--- config.mk ---
export PLATFORM = sky130hd
export DESIGN_NAME = aebd_front
export DESIGN_NICKNAME = d
export VERILOG_FILES = /design/src/hw/rtl/aebd_pkg.sv /design/src/hw/rtl/aebd_front.sv
export SDC_FILE = /design/constraint.sdc
export NUM_CORES = 1
export LEC_CHECK = 0
export ABC_AREA = 1
export BUFFER_PORTS_ARGS = -buffer_cell sky130_fd_sc_hd__buf_4
export CAP_MARGIN = 5
export CORE_MARGIN = 4
export CORE_UTILIZATION = 45
export CTS_BUF_LIST = sky130_fd_sc_hd__clkbuf_8
export CTS_CLUSTER_SIZE = 20
export DETAILED_ROUTE_END_ITERATION = 7
export MAX_ROUTING_LAYER = met4
export PLACE_DENSITY = 0.86
export SLEW_MARGIN = 20
export SYNTH_ARGS = -nofsm -noshare
export SYNTH_HDL_FRONTEND = slang
export SYNTH_SLANG_ARGS = --single-unit
--- constraint.sdc ---
create_clock -name clk_i -period 3 [get_ports clk_i]
set_input_delay 0.45 -clock clk_i [delete_from_list [all_inputs] [get_ports clk_i]]
set_output_delay 0.45 -clock clk_i [all_outputs]
set_load 0.02 [all_outputs]
--- src/hw/rtl/aebd_pkg.sv ---
// ----------------------------------------------------------------------------
// aebd_pkg
// Shared constants, types and position helpers for the elastic audio buffer.
// ----------------------------------------------------------------------------
package aebd_pkg;

  localparam int unsigned SEG_WORDS  = 32;
  localparam int unsigned NUM_SEGS   = 8;
  localparam int unsigned RING_WORDS = SEG_WORDS * NUM_SEGS;

  localparam int unsigned SEG_W      = $clog2(NUM_SEGS);
  localparam int unsigned OFF_W      = $clog2(SEG_WORDS);
  localparam int unsigned ADDR_W     = SEG_W + OFF_W;
  localparam int unsigned MEM_DEPTH  = NUM_SEGS * (2 ** OFF_W);
  localparam int unsigned DIST_W     = $clog2(NUM_SEGS + 1);
  localparam int unsigned HALF_SEGS  = NUM_SEGS / 2;

  localparam int unsigned HALF_RING  = RING_WORDS / 2;
  localparam int unsigned HALF_SEG   = HALF_RING / SEG_WORDS;
  localparam int unsigned HALF_OFF   = HALF_RING % SEG_WORDS;

  localparam int unsigned SAMPLE_W   = 32;
  localparam int unsigned OP_W       = 2;
  localparam int unsigned WORD_IDX_W = 6;
  localparam int unsigned IDLE_W     = 2;
  localparam logic [IDLE_W-1:0] IDLE_MAX = 2'd3;

  localparam int unsigned Q_DEPTH    = 4;
  localparam int unsigned Q_PTR_W    = $clog2(Q_DEPTH);
  localparam int unsigned Q_CNT_W    = $clog2(Q_DEPTH + 1);

  typedef enum logic [OP_W-1:0] {
    OP_WORD = 2'd0,
    OP_REQ  = 2'd1,
    OP_MUTE = 2'd2
  } op_e;

  typedef enum logic [1:0] {
    K_WORD,
    K_REQ,
    K_MUTE
  } kind_e;

  typedef enum logic [2:0] {
    S_IDLE,
    S_DUP_A,
    S_DUP_B,
    S_DUP_C,
    S_REQ
  } state_e;

  typedef struct packed {
    kind_e                kind;
    logic [SAMPLE_W-1:0]  sample;
    logic                 last;
    logic                 half;
    logic                 mute;
  } cmd_t;

  typedef struct packed {
    logic [SEG_W-1:0] seg;
    logic [OFF_W-1:0] off;
  } pos_t;

  localparam pos_t HALF_POS = '{seg: SEG_W'(HALF_SEG), off: OFF_W'(HALF_OFF)};

  function automatic pos_t pos_inc(pos_t p);
    pos_t r;
    r = p;
    if (p.off == OFF_W'(SEG_WORDS - 1)) begin
      r.off = '0;
      r.seg = (p.seg == SEG_W'(NUM_SEGS - 1)) ? '0 : p.seg + SEG_W'(1);
    end else begin
      r.off = p.off + OFF_W'(1);
    end
    return r;
  endfunction

  function automatic pos_t pos_dec(pos_t p);
    pos_t r;
    r = p;
    if (p.off == '0) begin
      r.off = OFF_W'(SEG_WORDS - 1);
      r.seg = (p.seg == '0) ? SEG_W'(NUM_SEGS - 1) : p.seg - SEG_W'(1);
    end else begin
      r.off = p.off - OFF_W'(1);
    end
    return r;
  endfunction

endpackage

--- src/hw/rtl/aebd_front.sv ---
// ----------------------------------------------------------------------------
// aebd_front
// Input register: accepts items, classifies the op and hands commands on.
// ----------------------------------------------------------------------------
module aebd_front (
  input  logic                           clk_i,
  input  logic                           rst_ni,
  input  logic                           in_valid_i,
  output logic                           in_stall_o,
  input  logic [aebd_pkg::OP_W-1:0]      op_i,
  input  logic [aebd_pkg::SAMPLE_W-1:0]  sample_i,
  input  logic                           packet_last_i,
  input  logic                           target_half_i,
  input  logic                           mute_on_i,
  output logic                           push_o,
  output aebd_pkg::cmd_t                 push_cmd_o,
  input  logic                           q_full_i
);

  logic           f_valid_q, f_valid_d;
  aebd_pkg::cmd_t f_cmd_q, f_cmd_d;
  logic           in_acc;
  logic           op_ok;
  aebd_pkg::kind_e kind;

  assign in_stall_o = f_valid_q && q_full_i;
  assign in_acc     = in_valid_i && !in_stall_o;
  assign push_o     = f_valid_q && !q_full_i;
  assign push_cmd_o = f_cmd_q;

  always_comb begin
    op_ok = 1'b1;
    kind  = aebd_pkg::K_WORD;
    case (op_i)
      aebd_pkg::OP_WORD: kind = aebd_pkg::K_WORD;
      aebd_pkg::OP_REQ:  kind = aebd_pkg::K_REQ;
      aebd_pkg::OP_MUTE: kind = aebd_pkg::K_MUTE;
      default:           op_ok = 1'b0;
    endcase
  end

  always_comb begin
    f_valid_d = (f_valid_q && q_full_i) || (in_acc && op_ok);
    f_cmd_d   = f_cmd_q;
    if (in_acc) begin
      f_cmd_d.kind   = kind;
      f_cmd_d.sample = sample_i;
      f_cmd_d.last   = packet_last_i;
      f_cmd_d.half   = target_half_i;
      f_cmd_d.mute   = mute_on_i;
    end
  end

  always_ff @(posedge clk_i or negedge rst_ni) begin
    if (!rst_ni) begin
      f_valid_q <= 1'b0;
    end else begin
      f_valid_q <= f_valid_d;
    end
  end

  always_ff @(posedge clk_i) begin
    f_cmd_q <= f_cmd_d;
  end

endmodule

==> metrics.md <==
| Metric | Value |
|---|---|
| CTS Buf Count | `5` |
| Core area | `2500 um2` |
| Area grow syn2layout | `60.67%` |
| CP peak stage delay | `0.72 ns` |
| Largest area contributor in the netlist | `edfxtp_1` |
| Vias in the first global route | `750` |
| Flops & latches, synth | `38` |
| Slowest cell on crit path | `nor2_4` |
| Nets | `179` |
| Number of synthesized flops with an enable pin | `37` |
| Area after DPL | `1826 um2` |
| Worst hold path depth | `1` |
| Cts hold-fix bufs | `1` |
| Mapped Nets | `92` |
| Root Buffer | `clkbuf_8` |
| Hold crit path type | `in2reg` |
| DP HPWL | `2116 um` |
| CP arrival | `1.53 ns` |
| CP required | `2.89 ns` |
| CTS tree | `done` |
| Initial antenna violation count | `0` |
| CP Launch Type | `flip-flop` |
| Top cells by count, synth | `edfxtp_1 (37), inv_1 (4), nand2_1 (3), nor2_1 (3)` |
| RSZ-0062 raised after global routing | `no` |
| Synth area leaders | `edfxtp_1 (93%), dfrtp_1 (2.1%), inv_1 (1.3%), nand2_1 (0.95%), nor2_1 (0.95%)` |
| CTS resizes | `0` |
| Synth top area share | `93.38%` |
| Worst-margin pin slew | `0.9630 ns` |
| Vias | `767` |
| Ys flop type | `edfxtp_1` |
| CP Depth | `3` |
| Post-route DRC violation count | `0` |
| Largest net degree at the start of global routing | `38` |
| H-tree levels | `2` |
| Clk sinks | `38` |
| Worst skew pair latency | `0.27 ns` |
| Synth warn | `0` |
| Via density | `4.565` |
| Buffers on Ports | `79` |
| Final slew viol count | `0` |
| Crit path max fanout | `37` |
| Final setup fails | `0` |
| Initial core utilization | `47.60%` |
| Final hold violations | `0` |
| Mapped Cells | `51` |
| Average instance area after synthesis | `23.33 um2` |
| Final period utilization | `54.54%` |
| Die ar. | `3531 um2` |
| Wire per inst | `16.10 um` |
| Max Cap Viol | `0` |
| RR Startpoint | `f_valid_q` |
| Synth Cell Area | `1190 um2` |
| # fillers | `138` |
| First drt pass iteration count | `4` |
| Critical path type | `reg2reg` |
| Register clock-pin slew on the reported worst setup and hold paths | `0.07 ns` |
| GPL Wtd Cong | `0.7128` |
| Count leader, synth | `edfxtp_1` |
| Power density cells | `564.0 nW/um2` |
| Worst R2R Path Depth | `3` |
| Final total power | `1.078 mW` |
| Fmax | `0.6112 GHz` |
| Seq/Total Area, Yosys | `95.48%` |
| Longest Clk Path Bufs | `2` |
| Final Instance Area | `1912 um2` |
| Max_slew headroom | `35.65%` |
| Netlist cell types | `8` |
| Clock Skew | `0.003635 ns` |
| Routed WL | `2704 um` |
| Die width | `59.42 um` |
| Setup Buffers After CTS | `0` |
| Tmin final | `1.636 ns` |
| FFs w/ async S/R, synth | `2.632%` |
| Final ANT Viol Nets | `0` |
| FF+latch area | `1136 um2` |
| Layout cells sized above 1 | `63.04%` |
| TNS Setup | `0 ns` |
| Kind of end point of the critical path | `flip-flop` |
| GRT Resource Usage Total | `15.23%` |
| Grt ovf | `0` |
| Area of the multi-input gates | `40.04 um2` |
| Setup crit start | `f_valid_q` |
| Max VDD drop | `450.8 uV` |
| Cells along the critical path | `nand2_2, inv_2, nor2_4` |
| Hold_sp | `sample_i[22]` |
| Ports | `80` |
| Diodes inserted | `0` |
| Floorplan row count | `18` |
| First-pass GRT wire length | `3608 um` |
| DRT iter0 DRCs | `38` |
| Die height | `59.42 um` |
| Leak | `0.8455 nW` |
| CP delay by family, top | `simple AND/OR/NAND/NOR gates` |
| Outcome | `finished, final reports clean` |
| Buffers and inverters on the worst path | `1` |
## layer usage
layer | up-vias | part of all wire (%) | routed length, um | track usage, %
met5 | - | 0 | 0 | -
met4 | 0 | 0.85 | 23 | 4.854
met3 | 2 | 15 | 403 | 7.625
met2 | 54 | 48 | 1310 | 24.02
met1 | 354 | 36 | 967 | 16.79
li1 | 357 | - | - | -
## power breakdown
group,total [mW],internal [mW],switching [mW]
clock,0.297,0.153,0.144
combinational,0.150,0.0726,0.0774
sequential,0.632,0.622,0.00949
## layout make-up
class	count	share of cell area [%]
repair buffers	80	31.54
well taps	30	1.963
inverters	5	0.9817
flip-flops and latches	38	59.42
multi-input cells	8	2.094
clock buffers	5	3.599
clock inverters	2	0.3927
## registers in the layout, indices dropped and copies added (netlist names)
signal      cells
f_valid_q       1
push_cmd_o     37
## metrics by stage
step / hold slack [ns] / setup slack (ns) / utilization, % / instances
5_1_grt: 0.3322 / 1.275 / 76.48 / 168
3_3_place_gp: 0.2253 / 1.227 / 73.02 / 160
2_1_floorplan: 0.1544 / 1.040 / - / 51
3_5_place_dp: 0.2275 / 1.188 / 73.02 / 160
6_report: 0.3526 / 1.364 / 76.48 / 168
4_1_cts: 0.3441 / 1.354 / 76.48 / 168
## logic make-up after synthesis
family / Yosys count / synth area share [%]
buffers and inverters: 5 / 1.577
and+or+nand+nor: 8 / 2.945
DFF: 38 / 95.48
## layout by cell type (no fill, tap or decap)
cell type,count
dfrtp_1,1
inv_2,1
edfxtp_1,37
nand2_1,3
nor2_4,1
clkbuf_8,5
buf_4,79
nor2_1,3
dlygate4sd3_1,1
nand2_2,1
inv_1,6
## worst paths after layout
| path | to | slack [ns] |
|---|---|---|
| setup reg to reg | push_cmd_o[1] | 1.36 |
| hold / removal | push_cmd_o[25] | 0.35 |
| hold reg to reg | f_valid_q | 0.53 |
| max in group asynchronous | f_valid_q | 2.41 |
| min in group asynchronous | f_valid_q | 0.51 |
| setup / recovery | push_cmd_o[1] | 1.36 |
No activity file was read; power rests on OpenSTA's default activity.
