### config.mk
export PLATFORM = sky130hd
export DESIGN_NAME = aebd_queue
export DESIGN_NICKNAME = d
export VERILOG_FILES = /design/src/hw/rtl/aebd_pkg.sv /design/src/hw/rtl/aebd_queue.sv
export SDC_FILE = /design/constraint.sdc
export NUM_CORES = 1
export LEC_CHECK = 0
export BUFFER_PORTS_ARGS = -buffer_cell sky130_fd_sc_hd__buf_4
export CAP_MARGIN = 10
export CORE_MARGIN = 2
export CORE_UTILIZATION = 62
export CTS_BUF_LIST = sky130_fd_sc_hd__clkbuf_8
export DETAILED_ROUTE_END_ITERATION = 10
export PLACE_DENSITY = 0.83
export SYNTH_ARGS = -nofsm -noshare
export SYNTH_HDL_FRONTEND = slang
export SYNTH_SLANG_ARGS = --single-unit
### constraint.sdc
create_clock -name clk_i -period 6.01 [get_ports clk_i]
set_input_delay 0.3005 -clock clk_i [delete_from_list [all_inputs] [get_ports clk_i]]
set_output_delay 0.3005 -clock clk_i [all_outputs]
set_load 0.1 [all_outputs]
### src/hw/rtl/aebd_pkg.sv
// ----------------------------------------------------------------------------
// aebd_pkg
// Shared constants, types and position helpers for the elastic audio buffer.
// ----------------------------------------------------------------------------
package aebd_pkg;

  localparam int unsigned SEG_WORDS  = 32;
  localparam int unsigned NUM_SEGS   = 8;
  localparam int unsigned RING_WORDS = SEG_WORDS * NUM_SEGS;

  localparam int unsigned SEG_W      = $clog2(NUM_SEGS);
  localparam int unsigned OFF_W      = $clog2(SEG_WORDS);
  localparam int unsigned ADDR_W     = SEG_W + OFF_W;
  localparam int unsigned MEM_DEPTH  = NUM_SEGS * (2 ** OFF_W);
  localparam int unsigned DIST_W     = $clog2(NUM_SEGS + 1);
  localparam int unsigned HALF_SEGS  = NUM_SEGS / 2;

  localparam int unsigned HALF_RING  = RING_WORDS / 2;
  localparam int unsigned HALF_SEG   = HALF_RING / SEG_WORDS;
  localparam int unsigned HALF_OFF   = HALF_RING % SEG_WORDS;

  localparam int unsigned SAMPLE_W   = 32;
  localparam int unsigned OP_W       = 2;
  localparam int unsigned WORD_IDX_W = 6;
  localparam int unsigned IDLE_W     = 2;
  localparam logic [IDLE_W-1:0] IDLE_MAX = 2'd3;

  localparam int unsigned Q_DEPTH    = 4;
  localparam int unsigned Q_PTR_W    = $clog2(Q_DEPTH);
  localparam int unsigned Q_CNT_W    = $clog2(Q_DEPTH + 1);

  typedef enum logic [OP_W-1:0] {
    OP_WORD = 2'd0,
    OP_REQ  = 2'd1,
    OP_MUTE = 2'd2
  } op_e;

  typedef enum logic [1:0] {
    K_WORD,
    K_REQ,
    K_MUTE
  } kind_e;

  typedef enum logic [2:0] {
    S_IDLE,
    S_DUP_A,
    S_DUP_B,
    S_DUP_C,
    S_REQ
  } state_e;

  typedef struct packed {
    kind_e                kind;
    logic [SAMPLE_W-1:0]  sample;
    logic                 last;
    logic                 half;
    logic                 mute;
  } cmd_t;

  typedef struct packed {
    logic [SEG_W-1:0] seg;
    logic [OFF_W-1:0] off;
  } pos_t;

  localparam pos_t HALF_POS = '{seg: SEG_W'(HALF_SEG), off: OFF_W'(HALF_OFF)};

  function automatic pos_t pos_inc(pos_t p);
    pos_t r;
    r = p;
    if (p.off == OFF_W'(SEG_WORDS - 1)) begin
      r.off = '0;
      r.seg = (p.seg == SEG_W'(NUM_SEGS - 1)) ? '0 : p.seg + SEG_W'(1);
    end else begin
      r.off = p.off + OFF_W'(1);
    end
    return r;
  endfunction

  function automatic pos_t pos_dec(pos_t p);
    pos_t r;
    r = p;
    if (p.off == '0) begin
      r.off = OFF_W'(SEG_WORDS - 1);
      r.seg = (p.seg == '0) ? SEG_W'(NUM_SEGS - 1) : p.seg - SEG_W'(1);
    end else begin
      r.off = p.off - OFF_W'(1);
    end
    return r;
  endfunction

endpackage

### src/hw/rtl/aebd_queue.sv
// ----------------------------------------------------------------------------
// aebd_queue
// Short command queue between the front and the back.
// ----------------------------------------------------------------------------
module aebd_queue (
  input  logic           clk_i,
  input  logic           rst_ni,
  input  logic           push_i,
  input  aebd_pkg::cmd_t push_cmd_i,
  output logic           full_o,
  input  logic           pop_i,
  output aebd_pkg::cmd_t head_o,
  output logic           empty_o
);

  aebd_pkg::cmd_t                   store_q [aebd_pkg::Q_DEPTH];
  logic [aebd_pkg::Q_PTR_W-1:0]     wr_q, wr_d;
  logic [aebd_pkg::Q_PTR_W-1:0]     rd_q, rd_d;
  logic [aebd_pkg::Q_CNT_W-1:0]     cnt_q, cnt_d;
  logic                             do_push, do_pop;

  assign full_o  = (cnt_q == aebd_pkg::Q_CNT_W'(aebd_pkg::Q_DEPTH));
  assign empty_o = (cnt_q == '0);
  assign head_o  = store_q[rd_q];
  assign do_push = push_i && !full_o;
  assign do_pop  = pop_i && !empty_o;

  always_comb begin
    wr_d  = do_push ? wr_q + aebd_pkg::Q_PTR_W'(1) : wr_q;
    rd_d  = do_pop ? rd_q + aebd_pkg::Q_PTR_W'(1) : rd_q;
    cnt_d = cnt_q;
    if (do_push && !do_pop) begin
      cnt_d = cnt_q + aebd_pkg::Q_CNT_W'(1);
    end else if (do_pop && !do_push) begin
      cnt_d = cnt_q - aebd_pkg::Q_CNT_W'(1);
    end
  end

  always_ff @(posedge clk_i or negedge rst_ni) begin
    if (!rst_ni) begin
      wr_q  <= '0;
      rd_q  <= '0;
      cnt_q <= '0;
    end else begin
      wr_q  <= wr_d;
      rd_q  <= rd_d;
      cnt_q <= cnt_d;
    end
  end

  always_ff @(posedge clk_i) begin
    if (do_push) begin
      store_q[wr_q] <= push_cmd_i;
    end
  end

endmodule

==> results by group, run 1 <==
Final layout
  – Final core occ: 0.750
  – Diode count: 0
  – Layout Nets: 367
  – Layout cells sized above 1: 0.468
  – Layout area overhead: 18.8%
  – Commonest non-fill, non-tap cell in the layout: edfxtp_1
  – Commonest non-fill, non-tap cells in the layout: edfxtp_1 (148), buf_4 (80), mux4_2 (37)

Die
  – IO Count: 80
  – Die area: 10100 um2
  – Row cnt: 35
  – Die Wd: 100 um
  – Core area: 9110 um2
  – Die height: between 100 and 150 um
  – Initial Utilization: 0.631

Timing
  – Post-route setup TNS: 0 ns
  – Crit path time final: 2.53 ns
  – Crit share post-route: 0.421
  – Final hold vios: 0
  – Final setup violation count: 0
  – Worst slew margin: 0.308
  – Final Skew: 0.0127 ns
  – F_max: approximately 400 MHz
  – Hold_ws: 0.0738 ns
  – Max Slew Vio Count: 0
  – Tightest Pin Transition: 1.04 ns
  – RSZ-0062 raised after global routing: false

Clocking
  – Clock tree buffer depth: 2
  – Worst skew pair latency: 0.42 ns
  – Clock sink count: 155
  – TritonCTS clock tree: built
  – Clock transition at path regs: 0.08 ns
  – Post-CTS setup buffers: 0
  – CTS buffer count: 17
  – CTS H-tree lvls: 4
  – Clock Tree Root: clkbuf_8

Worst setup path
  – Max stage delay cell, worst path: mux4_2
  – Crit-path max FO: 39
  – Crit-path most repeated cell: buf_4
  – CP Cell Sequence: buf_4 -> mux4_2 -> buf_4
  – Critical Path Start: rd_q[0]
  – Worst path arrival time: approximately 2.2 ns
  – Beginning of the worst register-to-register path: cnt_q[2]
  – Critical path launch point type: flop
  – Critical Path RT: between 5 and 6 ns
  – Max stage delay on crit path: 0.61 ns
  – Crit path kind: reg -> out
  – Crit. End Element: output port

Logic synthesis
  – Cell count after synthesis: 229
  – Largest family of logic cells by synthesized area: multiplexers
  – Yosys warnings: 0
  – Avg Synthesized Cell Area: roughly 25 um2
  – Number of distinct library cells after synthesis: 20
  – Multiplexer area fraction after synthesis: 0.149
  – Mapped Area: about 5700 um2
  – Synth Area in Simple Gates: 0.0109
  – Yosys reg bits: about 160
  – Syn nets: 276
  – Xor/xnor share of the synthesized area: 0.00914
  – Sequential-to-total area share from yosys stat: 0.803
  – Synth Area in Compound Gates: 0
  – Synth Area in Adders: 0.0144

GRT
  – Gr usage total: 0.189
  – GR Overflow Total: 0
  – First-pass GRT wire length: 13500 um
  – Met3 Usage GRT: 0.0508
  – GRT met2 Usage: 0.309
  – M1 GR Usage: 0.245
  – Vias in the first global route: 2635
  – Initial antenna violation count: 0
  – Layer with the highest usage: met2
  – Largest net degree at the start of global routing: 40

Route
  – Vias: between 2000 and 3000
  – Initial drt markers: between 150 and 200
  – Remaining DRCs: 0
  – WL/cell: 20.2 um
  – Vias/cell: 5.78
  – WL final: 8980 um
  – Post-route ant nets: 0
  – First-pass detailed-route iteration total: 4

Min path
  – Worst hold path class: in -> reg
  – Hold_sp: push_cmd_i[17]

Outcome
  – Outcome: finished, final reports clean

Flow run
  – Max_cap viols: 0

Placed design
  – Hpwl dp: 5230 um
  – PortBufs: 79
  – RD Place Congestion: 0.655
==> through the flow <==
stage / std cells / instance area, um2 / worst slack (ns)
after floorplan: 229 / 5750 / 2.99
after global placement: 411 / 6430 / 3.80
after detailed placement: 411 / 6430 / 3.67
after CTS: 444 / 6830 / 3.40
after global routing: 444 / 6830 / 3.31
final: 444 / 6830 / 3.48
==> routing by layer <==
layer / share of wire / vias up
met1: 0.42 / 1330
met2: 0.53 / 84
met3: 0.044 / 12
met4: 0.010 / 0
li1: - / 1139
met5: 0 / -
==> flip-flops by register name, summed over array words and instances, names as in the netlist <==
signal   cells
store_q    148
wr_q         2
cnt_q        3
rd_q         2
==> final timing paths <==
| kind | end | slack (ns) | cells past startpoint |
|---|---|---|---|
| max | head_o[31] | 3.48 | 3 |
| min | store_q[1][17] | 0.07 | 1 |
| max reg2reg | store_q[1][15] | 3.68 | 3 |
| min reg2reg | cnt_q[2] | 0.51 | 1 |
| max in group asynchronous | rd_q[1] | 5.64 | 2 |
| min in group asynchronous | cnt_q[1] | 0.22 | 2 |
==> Yosys cell counts <==
master    number  area (um2)
inv_1          4        15.0
mux2_2         2        22.5
nor3b_2        1        12.5
nand3_1        1        5.00
buf_2          4        20.0
nor2b_1        1        6.26
nor2_1         1        3.75
nand2_1        1        3.75
buf_6          2        22.5
clkbuf_1       1        3.75
or3_1          1        6.26
buf_4          2        15.0
xor2_1         2        17.5
edfxtp_1     148        4440
fa_1           1        20.0
mux4_2        37         833
and2_1         4        25.0
ha_1           5        62.6
dfrtp_1        7         175
xnor2_1        4        35.0
==> worst max-delay path: cells and delay by family (launching register included) <==
kind                   cells  cell delay (ns)
muxes                      1             0.61
buffers and inverters      2             0.84
DFF                        1             0.34
==> area by class of cell <==
type	instances	area [um2]
sequential	155	4620
fill	502	2280
multi-input combinational	61	1060
timing repair buffer	81	611
clock buffer	17	234
clock inverter	15	150
tap	111	139
inverter	4	15.0
==> logic make-up after synthesis <==
group,count (synthesis)
buffers and inverters,13
and+or+nand+nor,10
DFF,155
xor gates and xnor gates,6
muxes,39
adders and majority gates,6
==> repair_timing <==
action | CTS | global route
endpoints found under the hold margin | 7 | 0
resized for setup | 0 | 0
hold buffers | 1 | 0
Power of run 1 is not shown: default switching activity piles up to over one toggle a cycle in this logic, so the estimate is an artifact.
==> inputs of run 2 (changes only) <==
Settings changed: ABC_AREA set to 1, CORE_UTILIZATION 62 to 60, PLACE_DENSITY 0.83 to 0.8.
Clock period 6.01 ns to 2.5 ns, I/O delays scaled along.
==> results by group, run 2 <==
Timing
  – Final Skew: 0.00738 ns
  – Final setup violation count: 0
  – Worst slew margin: 0.668
  – Final hold vios: 0
  – F_max: about 460 MHz
  – Tightest Pin Transition: 0.498 ns
  – Max Slew Vio Count: 0
  – Hold_ws: 0.0513 ns
  – Crit share post-route: 0.871
  – RSZ-0062 raised after global routing: false
  – Crit path time final: 2.18 ns

Die
  – Initial Utilization: 0.618
  – Die Wd: 107 um
  – Core area: 10300 um2
  – Row cnt: 37
  – Die area: approximately 11000 um2
  – Die height: 107 um
  – IO Count: 80

Logic synthesis
  – Async SR Flop Fraction: 0.0452
  – Synth top area share: 0.697
  – Syn nets: 540
  – Number of distinct library cells after synthesis: 18
  – Synth top area cells: edfxtp_1 (70%), o211ai_1 (7.6%), nand2_1 (7.6%)
  – Largest area contributor in the netlist: edfxtp_1
  – Sequential-to-total area share from yosys stat: 0.724
  – Avg Synthesized Cell Area: 12.9 um2
  – Most common cell in the netlist: edfxtp_1
  – Yosys warnings: 0
  – Post-synth EDFFs: 148
  – Mapped Area: 6380 um2
  – Commonest cells post-synth: edfxtp_1 (148), nand2_1 (129), inv_1 (87)
  – Cell count after synthesis: 493
  – Ys flop type: edfxtp_1
  – Yosys reg bits: 155

Final layout
  – Layout Nets: between 600 and 700
  – Commonest non-fill, non-tap cells in the layout: edfxtp_1 (148), nand2_1 (129), inv_1 (88)
  – Fillers: 640
  – Commonest non-fill, non-tap cell in the layout: edfxtp_1
  – Most flop-heavy register: store_q
  – Layout area overhead: 24.2%
  – Max reg flops: 148
  – Final Cell Area: about 7900 um2
  – Layout cells sized above 1: 0.218
  – Diode count: 0
  – Biggest regs: store_q (148), cnt_q (3)

Worst setup path
  – Crit path kind: reg -> out
  – Max stage delay cell, worst path: dfrtp_1
  – Max stage delay on crit path: 0.42 ns
  – Reg2reg setup slack: 0.62 ns
  – CP Cell Sequence: inv_4 -> buf_12 -> o211ai_1 -> nand2_1 -> buf_4
  – Critical Path RT: about 2.4 ns
  – Critical path launch point type: flop
  – Crit. End Element: output port
  – Crit-path max FO: 62
  – Worst path arrival time: 2.05 ns

Placed design
  – Hpwl dp: 6950 um
  – Cell Area, Placed: 7150 um2
  – PortBufs: 79
  – RD Place Congestion: 0.756

Clocking
  – Post-CTS setup buffers: 0
  – Clock tree buffer depth: 2
  – Worst skew pair latency: 0.42 ns
  – CTS buffer count: 17
  – CTS H-tree lvls: 4
  – TritonCTS clock tree: built
  – Clock Tree Root: clkbuf_8
  – Clock sink count: 155
  – Clock transition at path regs: 0.08 ns

Route
  – Vias: 3952
  – Initial drt markers: 223
  – Remaining DRCs: 0
  – Vias/cell: between 5 and 6
  – First-pass detailed-route iteration total: 4
  – WL final: 11800 um
  – Post-route ant nets: 0
  – WL/cell: 15.4 um

GRT
  – Layer with the highest usage: met2
  – GRT met2 Usage: 0.411
  – Initial antenna violation count: 0
  – Gr usage total: 0.219
  – First-pass GRT wire length: 18700 um
  – Vias in the first global route: roughly 4000
  – M1 GR Usage: 0.248
  – GR Overflow Total: 0
  – Largest net degree at the start of global routing: 63
  – Met3 Usage GRT: 0.0371

Outcome
  – Outcome: finished, final reports clean

Min path
  – Worst hold path class: in -> async

Flow run
  – Max_cap viols: 0
==> run 2: timing repair <==
| item | in CTS | in global routing |
|---|---|---|
| hold buffers | 40 | 0 |
| resized for setup | 0 | 0 |
| hold endpoints to repair | 159 | 0 |
==> run 2: final timing paths <==
check | from | to | cells past startpoint
min in group clk_i | push_cmd_i[2] | store_q[0][2] | 2
max in group asynchronous | rst_ni | rd_q[1] | 2
worst max-delay path | rd_q[0] | head_o[14] | 5
worst max register to register | cnt_q[0] | cnt_q[2] | 10
worst min register to register | cnt_q[2] | cnt_q[2] | 2
worst min-delay path | rst_ni | wr_q[0] | 2
==> run 2: cells by family after synthesis <==
family          count (synthesis)  synth area share
compound gates                 75            0.0949
xor+xnor                        1           0.00137
flops                         155             0.724
fa+ha+maj                       6            0.0129
buf+inv                       115            0.0820
simple gates                  141            0.0847
==> run 2: area by class of cell <==
cell class / count / area, um2 / share of cell area
Clock buffer: 17 / 234 / 0.0295
Inverter: 91 / 344 / 0.0434
Timing Repair Buffer: 128 / 1150 / 0.145
Sequential cell: 155 / 4620 / 0.583
Tap cell: 136 / 170 / 0.0215
Multi-Input combinational cell: 223 / 1270 / 0.160
Clock inverter: 15 / 141 / 0.0178
==> run 2: per-stage QoR <==
step	setup WS, ns	TNS, ns	util	instances
floorplan	-0.211	-31.18	-	493
global placement	0.786	0	0.693	693
detailed placement	0.660	0	0.693	693
CTS	0.287	0	0.768	765
global route	0.142	0	0.768	765
finish	0.323	0	0.768	765
==> run 2: critical path, delay by kind of cell (launching register included) <==
kind / cells / cell delay, ns
buffers and inverters: 3 / 0.94
AO/OA/AOI/OAI: 1 / 0.12
AND/OR/NAND/NOR: 1 / 0.13
flip-flops: 1 / 0.42
==> run 2: layer usage <==
layer,vias to the layer above,wire length (um)
met3,10,487
met2,106,6490
li1,1941,-
met1,1895,4680
met4,0,131
met5,-,0
Power of run 2 is left out for the same reason.
